$ cat src/rtl/bcc_pkg.sv
`default_nettype none
// ----------------------------------------------------------------------------
// bcc_pkg
// Shared constants, codes and types of the button click classifier.
// ----------------------------------------------------------------------------
package bcc_pkg;

  localparam int NUM_PINS    = 8;
  localparam int NUM_KEYS    = NUM_PINS + 1;
  localparam int COUNT_WIDTH = 16;
  localparam int KEY_W       = 4;
  localparam int CFG_IDX_W   = 3;
  localparam int CFG_DATA_W  = 16;

  localparam logic [COUNT_WIDTH-1:0] CNT_MAX = {COUNT_WIDTH{1'b1}};

  // debounce counter reset, half the reset filter length
  localparam logic [COUNT_WIDTH-1:0] CNT_RESET = COUNT_WIDTH'(5 / 2);

  // register indexes
  localparam logic [CFG_IDX_W-1:0] CFG_ACTIVE_LEVELS = 3'd0;
  localparam logic [CFG_IDX_W-1:0] CFG_FILTER_TICKS  = 3'd1;
  localparam logic [CFG_IDX_W-1:0] CFG_LONG_TICKS    = 3'd2;
  localparam logic [CFG_IDX_W-1:0] CFG_DOUBLE_TICKS  = 3'd3;

  typedef enum logic [1:0] {
    EV_SINGLE   = 2'd0,
    EV_LONG     = 2'd1,
    EV_DOUBLE   = 2'd2,
    EV_LONG_REL = 2'd3
  } ev_kind_t;

  typedef struct packed {
    logic [7:0]  active_levels;
    logic [7:0]  filter_ticks;
    logic [15:0] long_ticks;
    logic [15:0] double_ticks;
  } cfg_t;

  typedef struct packed {
    logic     valid;
    ev_kind_t kind;
  } ev_t;

endpackage : bcc_pkg
`default_nettype wire

$ cat src/rtl/button_click_classifier.sv
`default_nettype none
// ----------------------------------------------------------------------------
// button_click_classifier
// Debounces eight button pins plus a combo key and reports click events.
// ----------------------------------------------------------------------------
// Each accepted input beat is one tick of raw pin levels. Nine key lanes
// (eight pins and the combo key formed by keys 0 and 1 together) update
// their debounce and press state in the cycle the tick is taken; the events
// found are then sent out in key order, one result beat per cycle while the
// receiver does not stall, with out_last_event marking the final event of
// the tick. The events drain through the single output register of the
// merge stage. in_stall is high while events of the previous tick are still
// held. Configuration writes are always ready and take effect on the next
// tick.
// ----------------------------------------------------------------------------
module button_click_classifier (
  input  wire logic                              clk,
  input  wire logic                              rst_n,
  // tick input
  input  wire logic                              in_valid,
  output logic                                   in_stall,
  input  wire logic [bcc_pkg::NUM_PINS-1:0]      in_pin_levels,
  // event output
  output logic                                   out_valid,
  input  wire logic                              out_stall,
  output logic [bcc_pkg::KEY_W-1:0]              out_key_index,
  output logic [1:0]                             out_event_kind,
  output logic                                   out_last_event,
  // register writes
  input  wire logic                              cfg_valid,
  output logic                                   cfg_ready,
  input  wire logic [bcc_pkg::CFG_IDX_W-1:0]     cfg_index,
  input  wire logic [bcc_pkg::CFG_DATA_W-1:0]    cfg_data
);
  import bcc_pkg::*;

  cfg_t                 cfg_r;
  logic                 busy;
  logic                 step;
  logic [NUM_PINS-1:0]  active;
  logic [NUM_KEYS-1:0]  down;
  ev_t [NUM_KEYS-1:0]   ev;

  // register file, writes always taken
  assign cfg_ready = 1'b1;

  always_ff @(posedge clk) begin
    if (!rst_n) begin
      cfg_r.active_levels <= 8'd0;
      cfg_r.filter_ticks  <= 8'd5;
      cfg_r.long_ticks    <= 16'd100;
      cfg_r.double_ticks  <= 16'd30;
    end else if (cfg_valid) begin
      case (cfg_index)
        CFG_ACTIVE_LEVELS: cfg_r.active_levels <= cfg_data[7:0];
        CFG_FILTER_TICKS:  cfg_r.filter_ticks  <= cfg_data[7:0];
        CFG_LONG_TICKS:    cfg_r.long_ticks    <= cfg_data[15:0];
        CFG_DOUBLE_TICKS:  cfg_r.double_ticks  <= cfg_data[15:0];
        default: begin
        end
      endcase
    end
  end

  // one tick at a time: hold off while events are still draining
  assign in_stall = busy;
  assign step     = in_valid && !busy;

  // pins matching their active level
  assign active = ~(in_pin_levels ^ cfg_r.active_levels[NUM_PINS-1:0]);

  // a hard key is pressed only when it is the sole active key
  always_comb begin
    for (int k = 0; k < NUM_PINS; k++) begin
      down[k] = (active == (NUM_PINS'(1) << k));
    end
    // combo key, keys 0 and 1 both active
    down[NUM_PINS] = active[0] && active[1];
  end

  for (genvar k = 0; k < NUM_KEYS; k++) begin : g_lane
    bcc_lane u_lane (
      .clk   (clk),
      .rst_n (rst_n),
      .step  (step),
      .down  (down[k]),
      .cfg   (cfg_r),
      .ev    (ev[k])
    );
  end

  // collects the lane events and drains them in key order
  bcc_merge u_merge (
    .clk            (clk),
    .rst_n          (rst_n),
    .load           (step),
    .ev_in          (ev),
    .busy           (busy),
    .out_valid      (out_valid),
    .out_stall      (out_stall),
    .out_key_index  (out_key_index),
    .out_event_kind (out_event_kind),
    .out_last_event (out_last_event)
  );

endmodule : button_click_classifier
`default_nettype wire

$ cat src/rtl/bcc_lane.sv
`default_nettype none
// ----------------------------------------------------------------------------
// bcc_lane
// One key: debounce counter, press state machine and click timing.
// ----------------------------------------------------------------------------
module bcc_lane (
  input  wire logic         clk,
  input  wire logic         rst_n,
  input  wire logic         step,
  input  wire logic         down,
  input  wire bcc_pkg::cfg_t cfg,
  output bcc_pkg::ev_t      ev
);
  import bcc_pkg::*;

  typedef enum logic [2:0] {
    ST_RELEASED  = 3'b001,
    ST_PRESSED   = 3'b010,
    ST_LONG_HELD = 3'b100
  } press_state_t;

  press_state_t           state_r, state_nxt;
  logic [COUNT_WIDTH-1:0] cnt_r, cnt_nxt;
  logic [COUNT_WIDTH-1:0] since_r, since_nxt;
  logic                   pend_r, pend_nxt;

  logic [COUNT_WIDTH-1:0] filt, filt2, long_t, dbl_t, since_inc, cnt_inc;

  assign filt      = COUNT_WIDTH'(cfg.filter_ticks);
  assign filt2     = COUNT_WIDTH'({cfg.filter_ticks, 1'b0});
  assign long_t    = COUNT_WIDTH'(cfg.long_ticks);
  assign dbl_t     = COUNT_WIDTH'(cfg.double_ticks);
  assign since_inc = (since_r == CNT_MAX) ? since_r : since_r + 1'b1;
  assign cnt_inc   = (cnt_r == CNT_MAX) ? cnt_r : cnt_r + 1'b1;

  always_comb begin
    state_nxt = state_r;
    cnt_nxt   = cnt_r;
    since_nxt = since_inc;
    pend_nxt  = pend_r;
    ev.valid  = 1'b0;
    ev.kind   = EV_SINGLE;
    if (down) begin
      if (cnt_r < filt) begin
        cnt_nxt = filt;
      end else if (cnt_r < filt2) begin
        cnt_nxt = cnt_r + 1'b1;
      end else begin
        cnt_nxt = cnt_inc;
        if (state_r == ST_RELEASED) begin
          state_nxt = ST_PRESSED;
        end
        if ((cnt_inc > long_t) && (state_r != ST_LONG_HELD)) begin
          state_nxt = ST_LONG_HELD;
          ev.valid  = 1'b1;
          ev.kind   = EV_LONG;
        end
      end
    end else begin
      if (cnt_r > filt) begin
        cnt_nxt = filt;
      end else if (cnt_r != '0) begin
        cnt_nxt = cnt_r - 1'b1;
      end else begin
        case (state_r)
          ST_LONG_HELD: begin
            state_nxt = ST_RELEASED;
            ev.valid  = 1'b1;
            ev.kind   = EV_LONG_REL;
          end
          ST_PRESSED: begin
            state_nxt = ST_RELEASED;
            if (!pend_r) begin
              pend_nxt  = 1'b1;
              since_nxt = '0;
            end else if (since_inc < dbl_t) begin
              pend_nxt = 1'b0;
              ev.valid = 1'b1;
              ev.kind  = EV_DOUBLE;
            end
          end
          default: begin
            if (pend_r && (since_inc > dbl_t)) begin
              pend_nxt = 1'b0;
              ev.valid = 1'b1;
              ev.kind  = EV_SINGLE;
            end
          end
        endcase
      end
    end
  end

  always_ff @(posedge clk) begin
    if (!rst_n) begin
      state_r <= ST_RELEASED;
      cnt_r   <= CNT_RESET;
      since_r <= '0;
      pend_r  <= 1'b0;
    end else if (step) begin
      state_r <= state_nxt;
      cnt_r   <= cnt_nxt;
      since_r <= since_nxt;
      pend_r  <= pend_nxt;
    end
  end

endmodule : bcc_lane
`default_nettype wire

$ cat src/rtl/bcc_merge.sv
`default_nettype none
// ----------------------------------------------------------------------------
// bcc_merge
// Holds the events of one tick and sends them out in key order, one a beat.
// ----------------------------------------------------------------------------
module bcc_merge (
  input  wire logic                                   clk,
  input  wire logic                                   rst_n,
  input  wire logic                                   load,
  input  wire bcc_pkg::ev_t [bcc_pkg::NUM_KEYS-1:0]   ev_in,
  output logic                                        busy,
  output logic                                        out_valid,
  input  wire logic                                   out_stall,
  output logic [bcc_pkg::KEY_W-1:0]                   out_key_index,
  output logic [1:0]                                  out_event_kind,
  output logic                                        out_last_event
);
  import bcc_pkg::*;

  logic [NUM_KEYS-1:0]  pend_r, pend_nxt;
  ev_kind_t             kind_r [NUM_KEYS];
  logic                 out_valid_r, out_valid_nxt;
  logic [KEY_W-1:0]     out_key_r;
  ev_kind_t             out_kind_r;
  logic                 out_last_r;

  logic [NUM_KEYS-1:0]  sel_onehot;
  logic [KEY_W-1:0]     sel_idx;
  logic                 advance;

  assign sel_onehot = pend_r & (~pend_r + 1'b1);
  assign advance    = (!out_valid_r || !out_stall) && (pend_r != '0);

  always_comb begin
    sel_idx = '0;
    for (int i = 0; i < NUM_KEYS; i++) begin
      if (sel_onehot[i]) begin
        sel_idx = KEY_W'(i);
      end
    end
  end

  always_comb begin
    pend_nxt      = pend_r;
    out_valid_nxt = out_valid_r;
    if (load) begin
      for (int i = 0; i < NUM_KEYS; i++) begin
        pend_nxt[i] = ev_in[i].valid;
      end
    end else if (advance) begin
      pend_nxt      = pend_r & ~sel_onehot;
      out_valid_nxt = 1'b1;
    end else if (out_valid_r && !out_stall) begin
      out_valid_nxt = 1'b0;
    end
  end

  always_ff @(posedge clk) begin
    if (!rst_n) begin
      pend_r      <= '0;
      out_valid_r <= 1'b0;
    end else begin
      pend_r      <= pend_nxt;
      out_valid_r <= out_valid_nxt;
    end
  end

  always_ff @(posedge clk) begin
    if (load) begin
      for (int i = 0; i < NUM_KEYS; i++) begin
        kind_r[i] <= ev_in[i].kind;
      end
    end
    if (advance && !load) begin
      out_key_r  <= sel_idx;
      out_kind_r <= kind_r[sel_idx];
      out_last_r <= ((pend_r & ~sel_onehot) == '0);
    end
  end

  assign busy           = (pend_r != '0) || out_valid_r;
  assign out_valid      = out_valid_r;
  assign out_key_index  = out_key_r;
  assign out_event_kind = out_kind_r;
  assign out_last_event = out_last_r;

endmodule : bcc_merge
`default_nettype wire
$ cat config.mk
export PLATFORM = sky130hd
export DESIGN_NAME = button_click_classifier
export DESIGN_NICKNAME = d
export VERILOG_FILES = /design/src/rtl/bcc_pkg.sv /design/src/rtl/button_click_classifier.sv /design/src/rtl/bcc_lane.sv /design/src/rtl/bcc_merge.sv
export SDC_FILE = /design/constraint.sdc
export NUM_CORES = 2
export LEC_CHECK = 0
export ABC_AREA = 1
export BUFFER_PORTS_ARGS = -buffer_cell sky130_fd_sc_hd__buf_2
export CAP_MARGIN = 15
export CORE_MARGIN = 3
export CORE_UTILIZATION = 65
export DETAILED_ROUTE_END_ITERATION = 10
export HOLD_SLACK_MARGIN = 0.05
export MAX_ROUTING_LAYER = met4
export PLACE_DENSITY = 0.82
export SYNTH_ARGS = -nofsm -noshare
export SYNTH_HDL_FRONTEND = slang
export SYNTH_SLANG_ARGS = --single-unit
$ cat constraint.sdc
create_clock -name clk -period 4.08 [get_ports clk]
set_clock_uncertainty 0.2 [all_clocks]
set_input_delay 0.408 -clock clk [delete_from_list [all_inputs] [get_ports clk]]
set_output_delay 0.408 -clock clk [all_outputs]
set_load 0.1 [all_outputs]
==> results.toml <==
[sta]
post-route-period-util_pct = 92.2
finalSetupViolCount = 0
rsz0062_at_grt = "no"
drv_slew = 0
fin_crit_ns = 3.76
hold_viol = 0
maxSlewHeadroom_pct = 28.3
worst_slew_pin_slew_ns = 1.07
tns_ns = 0
timing.fmax_ghz = 0.266

[layout]
final_common_cell = "nand2_1"
nets = 6266
stdcell_count = 6577
finish.utilization_pct = 71.8
layout-drive-gt1-share_pct = 5.44
final_cell_mix = "1462 x nand2_1, 589 x a21oi_1, 577 x inv_1, 558 x nor2_1, 450 x ha_1"
syn_to_final_growth_pct = 8.22

[critical_path]
critical_path_class = "register to register"
reg2reg_setup_slack_ns = 0.32
worst_path_max_delay_cell = "dfxtp_1"
cp-start-kind = "register"
worstReg2RegEnd = "u_merge.pend_r[1]$_SDFFE_PN0P_"
crit_required_ns = 4.33
cp_max_fo = 5
rr_worst_depth = 19
endpoint_kind = "register"
reg2reg_from = "g_lane[1].u_lane.since_r[0]$_SDFFE_PN0P_"
crit_path_max_incr_delay_ns = 0.38
cp_cell_sequence = "ha_1 > nand3_1 > nor2_1 > nand4_1 > nor2_1 > nor2_1 > nand2_1 > xor2_1 > ha_1 > a21oi_1 > o21ai_0 > a21oi_1 > nand2_1 > nand2_1 > nor2_1 > nor2_1 > nand2_1 > nand2_1 > a21oi_1"
crit_arrival_ns = 4.01

[floorplanning]
die_w_um = 245
die_height_um = 245
rows = 86
io_pins = 42
die-area_um2 = 59800
coreArea_um2 = 55700
initial_utilization_pct = 66.4

[yosys]
synth_edf_count = 25
ys_async_sr_fraction_pct = 0
synth.distinct_cells = 64
syn_nets = 6247
synth_seq_cells = 407
yosys_warnings = 0
synth_area_um2 = 37000
synthCells = 5765
ys.flop_type = "dfxtp_1"
avgSynthCellArea_um2 = 6.42
ys_seq_area_share_pct = 22.7

[route]
first_iter_violations = 3752
drcViolationCount = 0
dr.pass1.iters = 9
viasPerCell = 6.02
wl_per_cell_um = 18.0
ant_nets = 0
route.final.wire_length_mm = 119
vias = 39600

[global_routing]
met3_usage_pct = 6.96
antenna_found_initial = 2
grt_max_degree = 111
grt_usage_pct = 39.7
gr-total-overflow = 0
grt_pass1_vias = 36300
use_met2_pct = 59.9
grt_busiest_layer = "met2"
grt_pass1_wl_mm = 188
use_met1_pct = 51.4

[clock_tree]
clkTransAtPathRegs_ns = 0.06
clk-insertion-delay-late_ns = 0.62
ctsRootBufferMaster = "clkbuf_16"
numCtsBuffers = 48
cts_max_path_buffers = 3
h-tree-depth = 2
cts.sinks = 407
tritoncts = "built"

[outcome]
status = "finished, final reports clean"

[min_path]
hold_class = "input port to register"
whs_path_depth = 3
worstHoldStart = "cfg_index[1]"
min_to = "cfg_r[34]$_SDFFE_PN1P_"

[placed_design]
dp.cells = 6458
numPortBuffers = 40
hpwlAfterDp_mm = 84.4
place.gp.congestion = 1.01

[power_and_ir_drop]
power_mw = 24.4
vdd_drop_max_mv = 0.694
p_leak_nw = 18.7
powerDensity_nw_per_um2 = 610

[flow_run]
cap_violations = 0
==> power breakdown <==
group / internal, mW / switching, mW / leakage (nW)
Sequential: 4.72 / 0.961 / 3.33
Combinational: 4.31 / 9.47 / 14.5
Clock: 3.03 / 1.94 / 0.872
Total: 12.1 / 12.4 / 18.7
==> cells in the mapped netlist (4+ instances only) <==
| master | n | share of area [%] |
|---|---|---|
| nor2_1 | 559 | 5.7 |
| nand2_1 | 1462 | 15 |
| o21ai_0 | 387 | 5.2 |
| dfxtp_1 | 382 | 21 |
| o21bai_1 | 9 | 0.18 |
| o211ai_1 | 43 | 0.87 |
| o22ai_1 | 14 | 0.24 |
| nor4_1 | 21 | 0.36 |
| a21oi_1 | 590 | 8.0 |
| a31oi_1 | 41 | 0.69 |
| o21ai_1 | 14 | 0.19 |
| xnor2_1 | 56 | 1.3 |
| or2_2 | 9 | 0.15 |
| inv_1 | 578 | 5.9 |
| nor3_2 | 4 | 0.11 |
| xor2_1 | 182 | 4.3 |
| a211oi_1 | 9 | 0.18 |
| nand2_2 | 19 | 0.32 |
| inv_2 | 21 | 0.21 |
| nand3b_1 | 10 | 0.20 |
| ha_1 | 450 | 15 |
| nand4_2 | 5 | 0.17 |
| buf_2 | 41 | 0.55 |
| a22oi_1 | 13 | 0.26 |
| buf_6 | 12 | 0.37 |
| buf_4 | 9 | 0.18 |
| nand3_2 | 10 | 0.27 |
| a21o_1 | 11 | 0.22 |
| nand4_1 | 91 | 1.5 |
| o21a_1 | 19 | 0.39 |
| clkinv_1 | 6 | 0.061 |
| o31ai_1 | 6 | 0.12 |
| nor3_1 | 137 | 1.9 |
| edfxtp_1 | 25 | 2.0 |
| nand3_1 | 347 | 4.7 |
| nor3b_1 | 5 | 0.10 |
| nor2_2 | 16 | 0.27 |
| clkbuf_1 | 114 | 1.2 |
==> registers in the layout, indices dropped and copies added, names as in the netlist <==
name and count:
g_lane.u_lane.since_r 144, g_lane.u_lane.pend_r 9, u_merge.out_key_index 4, u_merge.kind_r 18, g_lane.u_lane.cnt_r 144, cfg_r 48
u_merge.pend_r 9, g_lane.u_lane.state_r 27, u_merge.out_last_event 1, u_merge.out_event_kind 2, u_merge.out_valid 1
==> worst max-delay path by stage <==
stage | from | endpoint | slack [ns]
finish | g_lane[1].u_lane.since_r[0]$_SDFFE_PN0P_ | u_merge.pend_r[1]$_SDFFE_PN0P_ | 0.32
detailed placement | g_lane[3].u_lane.since_r[0]$_SDFFE_PN0P_ | g_lane[3].u_lane.pend_r$_SDFFE_PN0P_ | 0.34
global route | g_lane[3].u_lane.since_r[0]$_SDFFE_PN0P_ | u_merge.pend_r[3]$_SDFFE_PN0P_ | 0.0005
floorplan | cfg_r[35]$_SDFFE_PN0P_ | g_lane[0].u_lane.cnt_r[13]$_SDFFE_PN0P_ | 0.98
global placement | g_lane[8].u_lane.cnt_r[1]$_SDFFE_PN1P_ | u_merge.kind_r[8][0]$_DFFE_PP_ | 0.39
CTS | g_lane[3].u_lane.since_r[0]$_SDFFE_PN0P_ | g_lane[3].u_lane.pend_r$_SDFFE_PN0P_ | 0.32
==> worst max-delay path: cells and delay by family, from the launching register on <==
kind	cells	cell delay (ns)
XOR/XNOR	1	0.23
adder cells (fa/ha/maj)	2	0.50
flip-flops	1	0.38
AO/OA/AOI/OAI	4	0.51
AND/OR/NAND/NOR	12	1.79
==> logic make-up (layout without fill, tap and decap cells) <==
kind of cell / Yosys count / in the layout / synth area share, %
AOI/OAI and AO/OA: 1167 / 1167 / 16.8
muxes: 2 / 2 / 0.0541
DFF: 407 / 407 / 22.7
adders and majority gates: 450 / 450 / 15.2
xor gates and xnor gates: 238 / 238 / 5.64
and+or+nand+nor: 2713 / 2713 / 31.0
buffers and inverters: 787 / 846 / 8.51
other: 1 / 6 / 0.0101
==> layer usage <==
layer	wire [um]	vias up
li1	-	19300
met1	48200	17800
met2	50500	2050
met3	13300	410
met4	6650	0
met5	0	-
==> through the flow <==
stage / hold slack [ns] / setup WS, ns / area, um^2
finish: 0.0939 / 0.317 / 40000
global route: 0.101 / 0.000520 / 40000
CTS: 0.0553 / 0.316 / 40000
detailed placement: 0.261 / 0.339 / 38000
global placement: 0.254 / 0.394 / 38000
floorplan: 0.236 / 0.977 / 37000
==> layout make-up <==
cell class	count	area (um^2)
Antenna cell	5	12.5
Clock buffer	63	1380
Clock inverter	27	437
Fill cell	4884	15700
Inverter	608	2290
Multi-Input combinational cell	4571	25500
Sequential cell	407	8400
Tap cell	748	936
Timing Repair Buffer	148	1120
==> what timing repair did <==
item                                    in CTS  in global routing
buffers inserted                             0                  5
endpoints found under the hold margin       47                  0
gates resized for setup                      0                  2
endpoints found under the setup margin       0                  7
hold buffers                                19                  0
Power figures use the tool's default switching activity.
